`config.mk`:
```
export PLATFORM = sky130hd
export DESIGN_NAME = byte_offset_pixel_decoder_unit
export DESIGN_NICKNAME = d
export VERILOG_FILES = /design/src/hw/rtl/bod_pkg.sv /design/src/hw/rtl/bod_front.sv /design/src/hw/rtl/bod_fifo.sv /design/src/hw/rtl/bod_back.sv /design/src/hw/rtl/byte_offset_pixel_decoder_unit.sv
export SDC_FILE = /design/constraint.sdc
export NUM_CORES = 1
export LEC_CHECK = 0
export BUFFER_PORTS_ARGS = -buffer_cell sky130_fd_sc_hd__buf_4
export CORE_ASPECT_RATIO = 0.75
export CORE_MARGIN = 3
export CORE_UTILIZATION = 30
export CTS_BUF_LIST = sky130_fd_sc_hd__clkbuf_4 sky130_fd_sc_hd__clkbuf_8
export DETAILED_ROUTE_END_ITERATION = 7
export PLACE_DENSITY = 0.47
export REMOVE_ABC_BUFFERS = 1
export SYNTH_ARGS = -nofsm -noshare
export SYNTH_HDL_FRONTEND = slang
export SYNTH_SLANG_ARGS = --single-unit
```
`constraint.sdc`:
```
create_clock -name clk_i -period 5.1 [get_ports clk_i]
set_input_delay 0.255 -clock clk_i [delete_from_list [all_inputs] [get_ports clk_i]]
set_output_delay 0.255 -clock clk_i [all_outputs]
set_load 0.005 [all_outputs]
```
`src/hw/rtl/bod_pkg.sv`:
```
// package of the byte offset pixel decoder: widths, codes, queue item type
// no dependencies
package bod_pkg;

  localparam int unsigned VALUE_WIDTH = 32;
  localparam int unsigned COUNT_WIDTH = 28;
  localparam int unsigned BYTE_WIDTH  = 8;
  localparam int unsigned FIFO_DEPTH  = 2;
  localparam int unsigned FIFO_AW     = $clog2(FIFO_DEPTH);
  localparam int unsigned APB_DW      = 32;
  localparam int unsigned APB_AW      = 3;

  localparam logic [BYTE_WIDTH-1:0] START_MARK = 8'hD5;
  localparam logic [BYTE_WIDTH-1:0] ESC_BYTE   = 8'h80;
  localparam logic [15:0]           ESC_SHORT  = 16'h8000;

  localparam logic REG_ELEMENT_COUNT = 1'b0;

  typedef enum logic [2:0] {
    PH_WAIT,
    PH_BYTE,
    PH_SHORT,
    PH_WORD,
    PH_DONE
  } phase_e;

  typedef struct packed {
    logic [VALUE_WIDTH-1:0] delta;
    logic                   last;
  } delta_t;

endpackage

```
`src/hw/rtl/bod_front.sv`:
```
// front end: finds the start marker, classifies and gathers deltas, counts pixels
// depends on bod_pkg
module bod_front import bod_pkg::*; (
  input  logic                   clk_i,
  input  logic                   rst_ni,
  input  logic                   accept_i,
  input  logic [BYTE_WIDTH-1:0]  data_byte_i,
  input  logic [COUNT_WIDTH-1:0] element_count_i,
  output logic                   push_o,
  output delta_t                 item_o
);

  phase_e                 state_q, state_d;
  logic [1:0]             idx_q, idx_d;
  logic [VALUE_WIDTH-1:0] gath_q, gath_d;
  logic [COUNT_WIDTH-1:0] cnt_q, cnt_d;
  logic                   stop;
  logic                   emit;
  logic                   last;
  logic [15:0]            short_w;
  logic [VALUE_WIDTH-1:0] delta;

  assign stop    = (state_q == PH_DONE) || (cnt_q >= element_count_i);
  assign short_w = {data_byte_i, gath_q[7:0]};

  // delta decode and datapath updates
  always_comb begin
    emit   = 1'b0;
    delta  = '0;
    idx_d  = idx_q;
    gath_d = gath_q;
    cnt_d  = cnt_q;
    if (accept_i && !stop) begin
      case (state_q)
        PH_BYTE: begin
          if (data_byte_i != ESC_BYTE) begin
            emit  = 1'b1;
            delta = {{(VALUE_WIDTH-BYTE_WIDTH){data_byte_i[7]}}, data_byte_i};
          end else begin
            idx_d  = '0;
            gath_d = '0;
          end
        end
        PH_SHORT: begin
          if (idx_q == 2'd0) begin
            gath_d[7:0] = data_byte_i;
            idx_d       = 2'd1;
          end else if (short_w != ESC_SHORT) begin
            emit  = 1'b1;
            delta = {{(VALUE_WIDTH-16){short_w[15]}}, short_w};
          end else begin
            idx_d  = '0;
            gath_d = '0;
          end
        end
        PH_WORD: begin
          if (idx_q != 2'd3) begin
            gath_d[{idx_q, 3'b000} +: 8] = data_byte_i;
            idx_d = idx_q + 2'd1;
          end else begin
            emit  = 1'b1;
            delta = {data_byte_i, gath_q[23:0]};
          end
        end
        default: begin
        end
      endcase
      if (emit) begin
        cnt_d  = cnt_q + 1'b1;
        idx_d  = '0;
        gath_d = '0;
      end
    end
  end

  assign last   = emit && (cnt_d == element_count_i);
  assign push_o = emit;
  assign item_o = '{delta: delta, last: last};

  // next phase
  always_comb begin
    state_d = state_q;
    if (accept_i) begin
      if (stop) begin
        state_d = PH_DONE;
      end else if (emit) begin
        state_d = last ? PH_DONE : PH_BYTE;
      end else begin
        case (state_q)
          PH_WAIT:  if (data_byte_i == START_MARK) state_d = PH_BYTE;
          PH_BYTE:  state_d = PH_SHORT;
          PH_SHORT: if (idx_q != 2'd0) state_d = PH_WORD;
          default:  state_d = state_q;
        endcase
      end
    end
  end

  always_ff @(posedge clk_i or negedge rst_ni) begin
    if (!rst_ni) begin
      state_q <= PH_WAIT;
      idx_q   <= '0;
      gath_q  <= '0;
      cnt_q   <= '0;
    end else begin
      state_q <= state_d;
      idx_q   <= idx_d;
      gath_q  <= gath_d;
      cnt_q   <= cnt_d;
    end
  end

endmodule

```
`src/hw/rtl/bod_fifo.sv`:
```
// short queue of decoded deltas between front and back end
// depends on bod_pkg
module bod_fifo import bod_pkg::*; (
  input  logic   clk_i,
  input  logic   rst_ni,
  input  logic   push_i,
  input  delta_t item_i,
  output logic   full_o,
  input  logic   pop_i,
  output delta_t item_o,
  output logic   empty_o
);

  delta_t             mem_q [FIFO_DEPTH];
  logic [FIFO_AW-1:0] wr_q, rd_q;
  logic [FIFO_AW:0]   cnt_q;
  logic               do_push, do_pop;

  assign full_o  = (cnt_q == (FIFO_AW+1)'(FIFO_DEPTH));
  assign empty_o = (cnt_q == '0);
  assign do_push = push_i && !full_o;
  assign do_pop  = pop_i && !empty_o;
  assign item_o  = mem_q[rd_q];

  always_ff @(posedge clk_i) begin
    if (do_push) begin
      mem_q[wr_q] <= item_i;
    end
  end

  always_ff @(posedge clk_i or negedge rst_ni) begin
    if (!rst_ni) begin
      wr_q  <= '0;
      rd_q  <= '0;
      cnt_q <= '0;
    end else begin
      if (do_push) wr_q <= wr_q + 1'b1;
      if (do_pop)  rd_q <= rd_q + 1'b1;
      case ({do_push, do_pop})
        2'b10:   cnt_q <= cnt_q + 1'b1;
        2'b01:   cnt_q <= cnt_q - 1'b1;
        default: cnt_q <= cnt_q;
      endcase
    end
  end

endmodule

```
`src/hw/rtl/bod_back.sv`:
```
// back end: running sum of deltas and registered pixel output
// depends on bod_pkg
module bod_back import bod_pkg::*; (
  input  logic                   clk_i,
  input  logic                   rst_ni,
  input  logic                   empty_i,
  input  delta_t                 item_i,
  output logic                   pop_o,
  output logic                   m_axis_tvalid,
  input  logic                   m_axis_tready,
  output logic [VALUE_WIDTH-1:0] m_axis_tdata,
  output logic                   m_axis_tlast
);

  logic [VALUE_WIDTH-1:0] sum_q, sum_d;
  logic [VALUE_WIDTH-1:0] data_q;
  logic                   last_q;
  logic                   valid_q;

  assign pop_o = !empty_i && (!valid_q || m_axis_tready);
  assign sum_d = sum_q + item_i.delta;

  always_ff @(posedge clk_i or negedge rst_ni) begin
    if (!rst_ni) begin
      sum_q   <= '0;
      valid_q <= 1'b0;
    end else begin
      if (pop_o) begin
        sum_q   <= sum_d;
        valid_q <= 1'b1;
      end else if (m_axis_tready) begin
        valid_q <= 1'b0;
      end
    end
  end

  always_ff @(posedge clk_i) begin
    if (pop_o) begin
      data_q <= sum_d;
      last_q <= item_i.last;
    end
  end

  assign m_axis_tvalid = valid_q;
  assign m_axis_tdata  = data_q;
  assign m_axis_tlast  = last_q;

endmodule

```
`src/hw/rtl/byte_offset_pixel_decoder_unit.sv`:
```
// byte offset pixel decoder, top level: apb register, front end, queue, back end
// depends on bod_pkg, bod_front, bod_fifo, bod_back
//
// usage
// - s_axis carries one compressed byte per beat (tdata = data_byte)
// - m_axis carries one pixel per beat: tdata = pixel_value (32 bit signed),
//   tlast = last_pixel, high on pixel number element_count
// - apb register element_count at byte address 0, written in the access
//   cycle, pready always high, reads return the register
// - bytes before the 0xD5 start marker and after the final pixel are taken
//   and dropped; decoding stays stopped until reset
// - one byte per cycle sustained while the queue is not full; a pixel goes
//   to m_axis via the queue, written at its last byte's beat, and output register
// - the front end and back end are parted by a two entry queue; when the
//   receiver stalls the queue fills and s_axis_tready drops
// - reset clears the register, the sum, the pixel count and the queue
module byte_offset_pixel_decoder_unit import bod_pkg::*; (
  input  logic                   clk_i,
  input  logic                   rst_ni,
  input  logic                   s_axis_tvalid,
  output logic                   s_axis_tready,
  input  logic [BYTE_WIDTH-1:0]  s_axis_tdata,  // [7:0] data_byte
  output logic                   m_axis_tvalid,
  input  logic                   m_axis_tready,
  output logic [VALUE_WIDTH-1:0] m_axis_tdata,  // [31:0] pixel_value
  output logic                   m_axis_tlast,
  input  logic                   psel,
  input  logic                   penable,
  input  logic                   pwrite,
  input  logic [APB_AW-1:0]      paddr,
  input  logic [APB_DW-1:0]      pwdata,
  output logic [APB_DW-1:0]      prdata,
  output logic                   pready
);

  logic [COUNT_WIDTH-1:0] count_q;
  logic                   accept;
  logic                   push, full, pop, empty;
  delta_t                 push_item, pop_item;

  assign pready = 1'b1;
  assign prdata = (paddr[2] == REG_ELEMENT_COUNT)
                ? {{(APB_DW-COUNT_WIDTH){1'b0}}, count_q} : '0;

  always_ff @(posedge clk_i or negedge rst_ni) begin
    if (!rst_ni) begin
      count_q <= '0;
    end else if (psel && penable && pwrite && pready && paddr[2] == REG_ELEMENT_COUNT) begin
      count_q <= pwdata[COUNT_WIDTH-1:0];
    end
  end

  assign s_axis_tready = !full;
  assign accept        = s_axis_tvalid && s_axis_tready;

  bod_front u_front (
    .clk_i           (clk_i),
    .rst_ni          (rst_ni),
    .accept_i        (accept),
    .data_byte_i     (s_axis_tdata),
    .element_count_i (count_q),
    .push_o          (push),
    .item_o          (push_item)
  );

  bod_fifo u_fifo (
    .clk_i   (clk_i),
    .rst_ni  (rst_ni),
    .push_i  (push),
    .item_i  (push_item),
    .full_o  (full),
    .pop_i   (pop),
    .item_o  (pop_item),
    .empty_o (empty)
  );

  bod_back u_back (
    .clk_i         (clk_i),
    .rst_ni        (rst_ni),
    .empty_i       (empty),
    .item_i        (pop_item),
    .pop_o         (pop),
    .m_axis_tvalid (m_axis_tvalid),
    .m_axis_tready (m_axis_tready),
    .m_axis_tdata  (m_axis_tdata),
    .m_axis_tlast  (m_axis_tlast)
  );

endmodule

```
== Word level (Yosys, flattened, before mapping) ==
Memory sizes are Yosys's and may differ from the RTL's.
Cells that the tools add are included.

* Register bits: 163
* Memory bits (writable): 66
* Output and inout bits: 68
* Memories kept: 1
* Logic and storage cells: 112
* Input port bits: 50

{| class="wikitable"
|+ Memory list
! memory !! words !! width !! read ports !! clocked after memory_dff !! wr ports !! line !! source
|-
| u_fifo.mem_q || 2 || 33 || 1 || 0 || 1 || bod_fifo.sv:14 || <nowiki>delta_t mem_q [FIFO_DEPTH];</nowiki>
|}

* Reduce and logical (&&, ||, !) cells: 26
* Order comparisons: 1
* Bitwise gates (word level): 1
* Add/sub/neg operators: 8
* Eq/ne operators: 19
* Shift-type cells: 2
* Multiplexer cells: 41

{| class="wikitable"
|+ Operator list
! kind !! count
|-
| $mux 32 || 9
|-
| $pmux 32 s3 || 2
|-
| $mux 28 || 3
|-
| $add 32x32->32 || 1
|-
| $bwmux 32 || 1
|-
| $shift 8x7->32 const A || 1
|-
| $shiftx 8x7->32 || 1
|-
| $add 28x1->28 const B || 1
|-
| $eq 28x28->1 || 1
|-
| $ge 28x28->1 || 1
|-
| $mux 24 || 1
|-
| $ne 16x16->1 const B || 1
|-
| $mux 3 || 5
|-
| $mux 1 || 10
|-
| $mux 2 || 5
|-
| $logic_and 1x1->1 || 9
|-
| $ne 3x3->1 const B || 3
|-
| $pmux 3 s3 || 1
|-
| $eq 8x8->1 const B || 1
|-
| $mux 8 || 1
|-
| $ne 4x1->1 const B || 2
|-
| $ne 8x8->1 const B || 1
|-
| $neg 5->7 || 1
|-
| $eq 3x2->1 const B || 2
|-
| other kinds (24) || 34
|}

== Longest topological paths before layout ==
Gate-level depths: netlist (run 1).

* Word-level depth: 12
* Mapped depth: 16
* Depth with buffers taken out: 14

== Cells and area by module ==
A second synthesis (run 1) with hierarchy kept.

* Cells, all modules: 1181
* Area, all modules: 12996.2 sq um

{| class="wikitable"
|+ By module, submodules not included
! module !! cells an instance !! seq. area each (sq um) !! area an instance (sq um) !! instances
|-
| bod_front || 557 || 1426.4 || 4819.6 || 1
|-
| bod_back || 403 || 1816.7 || 4018.9 || 1
|-
| bod_fifo || 121 || 2082.0 || 2730.1 || 1
|-
| byte_offset_pixel_decoder_unit || 100 || 700.7 || 1427.6 || 1
|}

== Least setup slack after synthesis (run 1) ==
OpenSTA, ideal clock, no wires.

* Kind: register to register
* Start point: register u_fifo.rd_q
* End point: register u_back.sum_q[30]
* Path buffers: 2
* Arrival: 3.877 ns
* Clock period less this slack: 4.002 ns
* Stages on the path, launching flop included: 17
* Data required time: 4.975 ns
* Setup slack: 1.098 ns
* Library setup time: 0.125 ns
* Cells stage by stage: dfrtp_1 -> clkbuf_1 -> buf_1 -> mux2_2 -> ha_1 -> inv_1 -> fa_1 -> nor2b_1 -> o21a_1 -> o21ai_0 -> a311oi_1 -> a211o_1 -> a31oi_1 -> o21ai_0 -> o41ai_1 -> xnor2_1 -> mux2_2

* Word-level cells in the longest chain between the ends: 2

{| class="wikitable"
|+ Ends and longest elaborated chain
! item !! line !! source
|-
| start, declared || bod_fifo.sv:15 || <nowiki>logic [FIFO_AW-1:0] wr_q, rd_q;</nowiki>
|-
| start signal, assigned || bod_fifo.sv:38 || <nowiki>if (do_pop) rd_q <= rd_q + 1'b1;</nowiki>
|-
| $mem_v2 2x33 || -- ||
|-
| $add 32x32->32 || bod_back.sv:21 || <nowiki>assign sum_d = sum_q + item_i.delta;</nowiki>
|-
| named net u_back.sum_d[30] || bod_back.sv:15 || <nowiki>logic [VALUE_WIDTH-1:0] sum_q, sum_d;</nowiki>
|-
| end signal, assigned || bod_back.sv:29 || <nowiki>sum_q <= sum_d;</nowiki>
|-
| end, declared || bod_back.sv:15 ||
|}

The timed path passes the listed nets, and every way through them passes these cells.
A chain may end at the register's enable or synchronous reset.

== Worst setup path after layout (run 1) ==
* Start point: register u_fifo.rd_q
* End point: register u_back.data_q[31] (netlist: u_back.m_axis_tdata[31]) (data pin)

* Word-level cells in the longest chain between the ends: 2

{| class="wikitable"
|+ Ends and longest elaborated chain
! item !! line !! source
|-
| $mem_v2 2x33 || -- ||
|-
| $add 32x32->32 || bod_back.sv:21 ||
|-
| named net u_back.sum_d[31] || bod_back.sv:15 ||
|-
| end signal, assigned || bod_back.sv:39 || <nowiki>data_q <= sum_d;</nowiki>
|-
| end, declared || bod_back.sv:16 || <nowiki>logic [VALUE_WIDTH-1:0] data_q;</nowiki>
|}

The timed path passes the listed nets, and every way through them passes these cells.

==> results of run 1 <==
-- Yosys cell counts, types with 3 or more instances --
master	count	area [um2]
nor3_1	10	50.1
buf_2	6	30.0
nor2b_1	13	81.3
a22o_1	25	219
a2111oi_0	6	52.6
o21bai_1	4	30.0
nor2_1	94	353
and2_1	6	37.5
buf_4	6	45.0
and4_1	3	26.3
a311oi_1	4	35.0
nand4_1	25	156
dfrtp_1	122	3050
a21oi_1	61	305
mux2_2	75	845
inv_1	45	169
or3_1	4	25.0
xnor2_1	47	412
a211o_1	4	35.0
xor2_1	34	298
a31oi_1	15	93.8
a211oi_1	16	120
nand4b_1	3	26.3
o22ai_1	5	31.3
nand3_1	22	110
nand2b_1	17	106
o31ai_1	4	30.0
a2111oi_1	3	30.0
clkbuf_1	39	146
a22oi_1	9	67.6
ha_1	66	826
o21a_1	7	52.6
edfxtp_1	99	2970
nand2_1	147	552
and3_1	13	81.3
a21o_1	16	120
o2111ai_1	5	43.8
a221o_1	3	30.0
nor4_2	4	50.1
or4_1	6	45.0
o21ai_0	32	160
buf_1	3	11.3
mux2i_1	14	140
nor4_1	11	68.8
-- sequential cells by signal, summed over array words and instances, names as in the netlist --
name,cells
count_q,28
u_front.cnt_q,28
u_back.m_axis_tvalid,1
u_front.gath_q,24
u_front.idx_q,2
u_back.m_axis_tlast,1
u_fifo.cnt_q,2
u_front.state_q,3
u_fifo.rd_q,1
u_fifo.mem_q,66
u_back.sum_q,32
u_back.m_axis_tdata,32
u_fifo.wr_q,1
-- worst register-to-register path, delay by kind of cell (launching register included) --
kind | cells | cell delay [ns]
muxes | 1 | 0.35
xor gates and xnor gates | 2 | 0.27
buffers and inverters | 2 | 0.44
AOI/OAI and AO/OA | 7 | 2.24
DFF | 1 | 0.47
adders and majority gates | 1 | 0.33
-- power groups by stage --
stage,Combinational [mW],Sequential (mW),Clock (mW)
CTS,4.16,2.96,1.92
global placement,4.06,2.97,0
detailed placement,4.11,2.98,0
global route,4.63,3.02,2.01
floorplan,2.81,2.95,0
finish,4.13,2.95,1.84
-- per-layer routing --
metal,wire [um],vias up,track usage (%)
met4,591,0,3.77
met2,14300,258,22.1
li1,-,4709,-
met1,19000,4830,25.3
met5,0,-,0
met3,2440,45,3.75
-- cells by family after synthesis --
| logic type | after synthesis | share of synthesized area (%) |
|---|---|---|
| simple gates | 398 | 15.5 |
| fa+ha+maj | 67 | 6.70 |
| flops | 221 | 47.8 |
| buf+inv | 102 | 3.39 |
| xor+xnor | 82 | 5.75 |
| other cells | 2 | 0.0595 |
| compound gates | 237 | 13.0 |
| mux | 89 | 7.81 |
-- through the flow --
| step | power [mW] | area [um2] | hold WS (ns) |
|---|---|---|---|
| finish | 8.92 | 15400 | 0.0468 |
| global route | 9.65 | 15400 | 0.00424 |
| CTS | 9.04 | 15400 | 0.00468 |
| detailed placement | 7.09 | 14200 | 0.449 |
| global placement | 7.04 | 14200 | 0.463 |
| floorplan | 5.75 | 12400 | -0.0406 |
-- cell type report --
type	count	area share, %
clock buffers	64	5.15
inverters	46	1.12
diodes	1	0.0162
clock inverters	14	0.633
repair buffers	180	9.39
multi-input cells	878	40.1
flip-flops and latches	221	39.1
well taps	561	4.55
-- final timing paths --
path | start | endpoint | slack (ns) | depth (start not counted)
setup / recovery | u_fifo.rd_q | u_back.m_axis_tdata[31] | 0.75 | 13
hold / removal | s_axis_tdata[0] | u_front.gath_q[16] | 0.05 | 2
setup reg to reg | u_fifo.rd_q | u_back.m_axis_tdata[31] | 0.75 | 13
hold reg to reg | u_back.sum_q[14] | u_back.sum_q[14] | 0.49 | 2
max in group asynchronous | rst_ni | u_front.cnt_q[27] | 3.61 | 3
min in group asynchronous | rst_ni | count_q[0] | 0.37 | 2
==> impl_metrics.env, run 1 <==
export IMPL_status="finished clean"
export IMPL_dpl_hpwl_um=26000
export IMPL_tightest_slew_ns=1.12
export IMPL_vias=9842
export IMPL_root_buffer="clkbuf_8"
export IMPL_drive_above_1_share_pct=22.2
export IMPL_seq_area_frac_synth_pct=47.8
export IMPL_regArea_um2=6030
export IMPL_final_max_slew_viol_count=0
export IMPL_clkPwrFrac_pct=20.6
export IMPL_die_y_um=184
export IMPL_drt_pass1_iterations=5
export IMPL_fill_cells=4124
export IMPL_rsz0062_at_grt="false"
export IMPL_critical_path_slowest_cell="dfrtp_1"
export IMPL_finClkSkew_ns=0.0285
export IMPL_numCtsBuffers=42
export IMPL_fin_cells=1965
export IMPL_drt_drc_violations_left=0
export IMPL_wire_per_inst_um=18.5
export IMPL_nets=1486
export IMPL_power_switching_mw=3.44
export IMPL_yosys_warnings=0
export IMPL_hp_class="in -> reg"
export IMPL_clock_latency_ns=0.57
export IMPL_timing_final_crit_share_pct=85.4
export IMPL_grt_start_max_net_pins=92
export IMPL_viasPerCell=5.01
export IMPL_finish_utilization_pct=37.5
export IMPL_vdd_ir_drop_worst_mv=0.195
export IMPL_crit_chain="buf_4 > mux2_2 > ha_1 > a2111oi_0 > o21ai_0 > a41o_1 > a221o_1 > a221oi_1 > buf_4 > o21ai_0 > a21oi_1 > xnor2_1 > xnor2_1"
export IMPL_antenna_left=0
export IMPL_max_cap_violations=0
export IMPL_combPwrFrac_pct=46.3
export IMPL_dpl_worst_slack_ns=0.798
export IMPL_grt_pass1_vias=9699
export IMPL_hold_viol_final=0
export IMPL_clkSinkCount=221
export IMPL_initial_core_util_pct=30.7
export IMPL_postCtsResizedCells=0
export IMPL_max_freq_ghz=0.230
export IMPL_setup_violations=0
export IMPL_cts_tree="done"
export IMPL_post_cts_buffers=0
export IMPL_antenna_found_initial=2
export IMPL_layout_common_cells="nand2_1 (147), buf_4 (142), dfrtp_1 (122)"
export IMPL_gp_congestion=0.936
export IMPL_clk_pin_slew_worst_paths_ns=0.06
export IMPL_ys_types=81
export IMPL_powerDensity_nw_per_um2=579
export IMPL_area_growth_pct=22.2
export IMPL_grtUsageTotal_pct=16.1
export IMPL_crit_type="reg -> reg"
export IMPL_arrival_ns=4.66
export IMPL_multi_input_area_um2=6180
export IMPL_cp_top_family="compound AO/OA/AOI/OAI gates"
export IMPL_post_route_worst_setup_slack_ns=0.745
export IMPL_synth_edf_count=99
export IMPL_synth_seq_cells=221
export IMPL_die_area_um2=44600
export IMPL_worstPathRequired_ns=5.40
export IMPL_synth_top_flop_cell="dfrtp_1"
export IMPL_ctsHoldBuffers=37
export IMPL_io_buffers=106
export IMPL_crit_fanout=9
export IMPL_core_area_um2=41200
export IMPL_grt_pass1_wl_um=56600
export IMPL_drt_initial_drc_count=770
export IMPL_p_leak_nw=6.56
export IMPL_ioPinCount=118
export IMPL_synthCells=1198
export IMPL_sequentialPowerShare_pct=33.1
export IMPL_crit_path_end_kind="flip-flop"
export IMPL_p_int_mw=5.49
export IMPL_syn_area_per_cell_um2=10.5
export IMPL_routed_wl_um=36300
export IMPL_overflow=0
export IMPL_rows=64
export IMPL_fp_dieW_um=243
export IMPL_cpPeakStageDelay_ns=0.47
export IMPL_h_tree_depth=2
export IMPL_finalCriticalPeriod_ns=4.35
export IMPL_dp_cells=1849
export IMPL_mostFrequentLayoutCell="nand2_1"
export IMPL_p_sw_share_pct=38.5
export IMPL_start_kind="flip-flop"
export IMPL_finalSetupTns_ns=0
export IMPL_crit_buf_inv=2
export IMPL_async_flop_share_pct=55.2
export IMPL_syn_area_um2=12600
export IMPL_max_slew_margin_pct=24.9
export IMPL_clk_path_buf_depth=3
(Power assumes the default switching activity.)
==> inputs of run 2 (changes only) <==
Settings changed: PLACE_DENSITY 0.47 to 0.49.
Clock period 5.1 ns to 4 ns, I/O delays scaled along.
==> run 2 against run 1 <==
Clock power rose by 20%. Sequential power rose by 26%. Register-to-register slack got worse by 0.55 ns. Total power rose by 31%. Sequential share of layout area fell by 1.5 points. Critical path depth did not move. Non-clock buffer count rose by 77. Clock skew fell by 0.011 ns. Core utilization rose by 1.5 points. Die area did not move. Setup slack got worse by 0.64 ns. Critical endpoint is now u_front.state_q[0]. Highest routed layer unchanged.
==> impl_metrics.env, run 2 (synthesis gave the netlist of run 1 again) <==
export IMPL_worstPathRequired_ns=4.43
export IMPL_cp_top_family="compound AO/OA/AOI/OAI gates"
export IMPL_grt_start_max_net_pins=67
export IMPL_clk_pin_slew_worst_paths_ns=0.06
export IMPL_fp_dieW_um=243
export IMPL_layout_common_cells="buf_4 (219), nand2_1 (147), dfrtp_1 (122)"
export IMPL_setup_violations=0
export IMPL_timing_final_crit_share_pct=97.4
export IMPL_clk_path_buf_depth=3
export IMPL_max_cap_violations=0
export IMPL_multi_input_area_um2=6260
export IMPL_antenna_found_initial=1
export IMPL_cts_tree="done"
export IMPL_gp_congestion=0.984
export IMPL_root_buffer="clkbuf_8"
export IMPL_finalCriticalPeriod_ns=3.90
export IMPL_total_power_mw=11.7
export IMPL_area_growth_pct=27.0
export IMPL_fill_cells=4148
export IMPL_dpl_hpwl_um=26800
export IMPL_viasPerCell=4.97
export IMPL_crit_type="in -> reg"
export IMPL_vdd_ir_drop_worst_mv=0.227
export IMPL_drive_above_1_share_pct=26.9
export IMPL_grtUsageTotal_pct=16.5
export IMPL_regArea_um2=6030
export IMPL_top_register="u_fifo.mem_q"
export IMPL_rows=64
export IMPL_crit_chain="dlygate4sd3_1 > buf_4 > or4b_1 > or4_4 > a311o_4 > nand4_4 > a21oi_4 > buf_4 > and4_1 > a2111o_1 > a2111oi_2 > a21oi_1 > a211o_1"
export IMPL_routed_wl_um=37000
export IMPL_clkSinkCount=221
export IMPL_grt_pass1_vias=10176
export IMPL_status="finished clean"
export IMPL_grt_pass1_wl_um=58100
export IMPL_h_tree_depth=2
export IMPL_fin_area_um2=16000
export IMPL_die_y_um=184
export IMPL_overflow=0
export IMPL_drt_drc_violations_left=0
export IMPL_cpPeakStageDelay_ns=0.59
export IMPL_crit_path_end_kind="flip-flop"
export IMPL_vias=10113
export IMPL_start_kind="input pin"
export IMPL_drt_pass1_iterations=5
export IMPL_largest_reg_flops=66
export IMPL_nets=1560
export IMPL_final_max_slew_viol_count=0
export IMPL_numCtsBuffers=39
export IMPL_ioPinCount=118
export IMPL_placed_cell_area_um2=14700
export IMPL_powerDensity_nw_per_um2=728
export IMPL_p_leak_nw=6.93
export IMPL_tightest_slew_ns=0.762
export IMPL_drt_initial_drc_count=732
export IMPL_clock_latency_ns=0.54
export IMPL_die_area_um2=44600
export IMPL_core_area_um2=41200
export IMPL_initial_core_util_pct=30.7
export IMPL_hp_class="in -> reg"
export IMPL_finClkSkew_ns=0.0178
export IMPL_max_slew_margin_pct=48.9
export IMPL_hold_viol_final=0
export IMPL_crit_fanout=9
export IMPL_antenna_left=0
export IMPL_arrival_ns=4.33
export IMPL_io_buffers=106
export IMPL_mostFrequentLayoutCell="buf_4"
export IMPL_crit_buf_inv=3
export IMPL_max_freq_ghz=0.257
export IMPL_finalSetupTns_ns=0
export IMPL_path_common_cell="buf_4"
export IMPL_critical_path_slowest_cell="or4b_1"
export IMPL_r2r_slack_ns=0.20
export IMPL_wire_per_inst_um=18.2
[run 2: cell count changes in the layout (fill, tap and decap cells not counted), moves of 2 or more]
cell           change
clkbuf_4           +2
buf_4             +77
mux2i_2            +2
dlygate4sd3_1      -2
clkinv_1           -3
buf_12             +2
a2111oi_1          -3
a2111oi_2          +2
mux2i_1            -2
clkbuf_8           -8
[run 2: final timing paths]
check,start,to,cells after the start
worst max-delay path,s_axis_tdata[1],u_front.state_q[0],13
worst min-delay path,s_axis_tdata[4],u_front.gath_q[4],3
worst max register to register,u_fifo.rd_q,u_back.m_axis_tdata[30],17
worst min register to register,u_back.sum_q[31],u_back.sum_q[31],1
max in group asynchronous,rst_ni,count_q[18],3
min in group asynchronous,rst_ni,count_q[11],2
[run 2: final cells by class]
type | instances | area share [%]
Antenna cell | 1 | 0.0156
Inverter | 46 | 1.08
Clock inverter | 11 | 0.680
Timing Repair Buffer | 257 | 12.8
Sequential cell | 221 | 37.6
Multi-Input combinational cell | 878 | 39.1
Clock buffer | 58 | 4.36
Tap cell | 561 | 4.38
[run 2: layer usage]
metal | wire length (um) | track usage, %
met5 | 0 | 0
met4 | 572 | 3.87
met3 | 2280 | 3.66
met2 | 14600 | 23.1
met1 | 19600 | 25.6
[run 2: stage by stage]
step | hold WS [ns] | setup slack, ns | utilization (%) | std cells
finish | 0.0897 | 0.102 | 38.9 | 2033
global route | 0.0601 | -0.0325 | 38.9 | 2033
CTS | 0.0426 | 0.0477 | 38.6 | 2029
detailed placement | 0.248 | 0.0814 | 35.8 | 1925
global placement | 0.245 | 0.0989 | 35.8 | 1925
floorplan | -0.0956 | -0.147 | - | 1145
[run 2: tightest hold or removal path, delay by kind of cell]
kind	cells	cell delay (ns)
buffers and inverters	2	0.26
AO/OA/AOI/OAI	1	0.13
[run 2: what timing repair did]
action | 4_1_cts | 5_1_grt
setup buffers | 0 | 3
hold buffers | 35 | 0
resized for setup | 0 | 15
setup endpoints to repair | 0 | 10
endpoints found under the hold margin | 99 | 0
[run 2: power by group]
| group | switching, mW | leakage, nW | internal, mW |
|---|---|---|---|
| logic | 3.11 | 4.01 | 2.63 |
| clock network | 0.952 | 0.431 | 1.25 |
| registers | 0.363 | 2.49 | 3.35 |
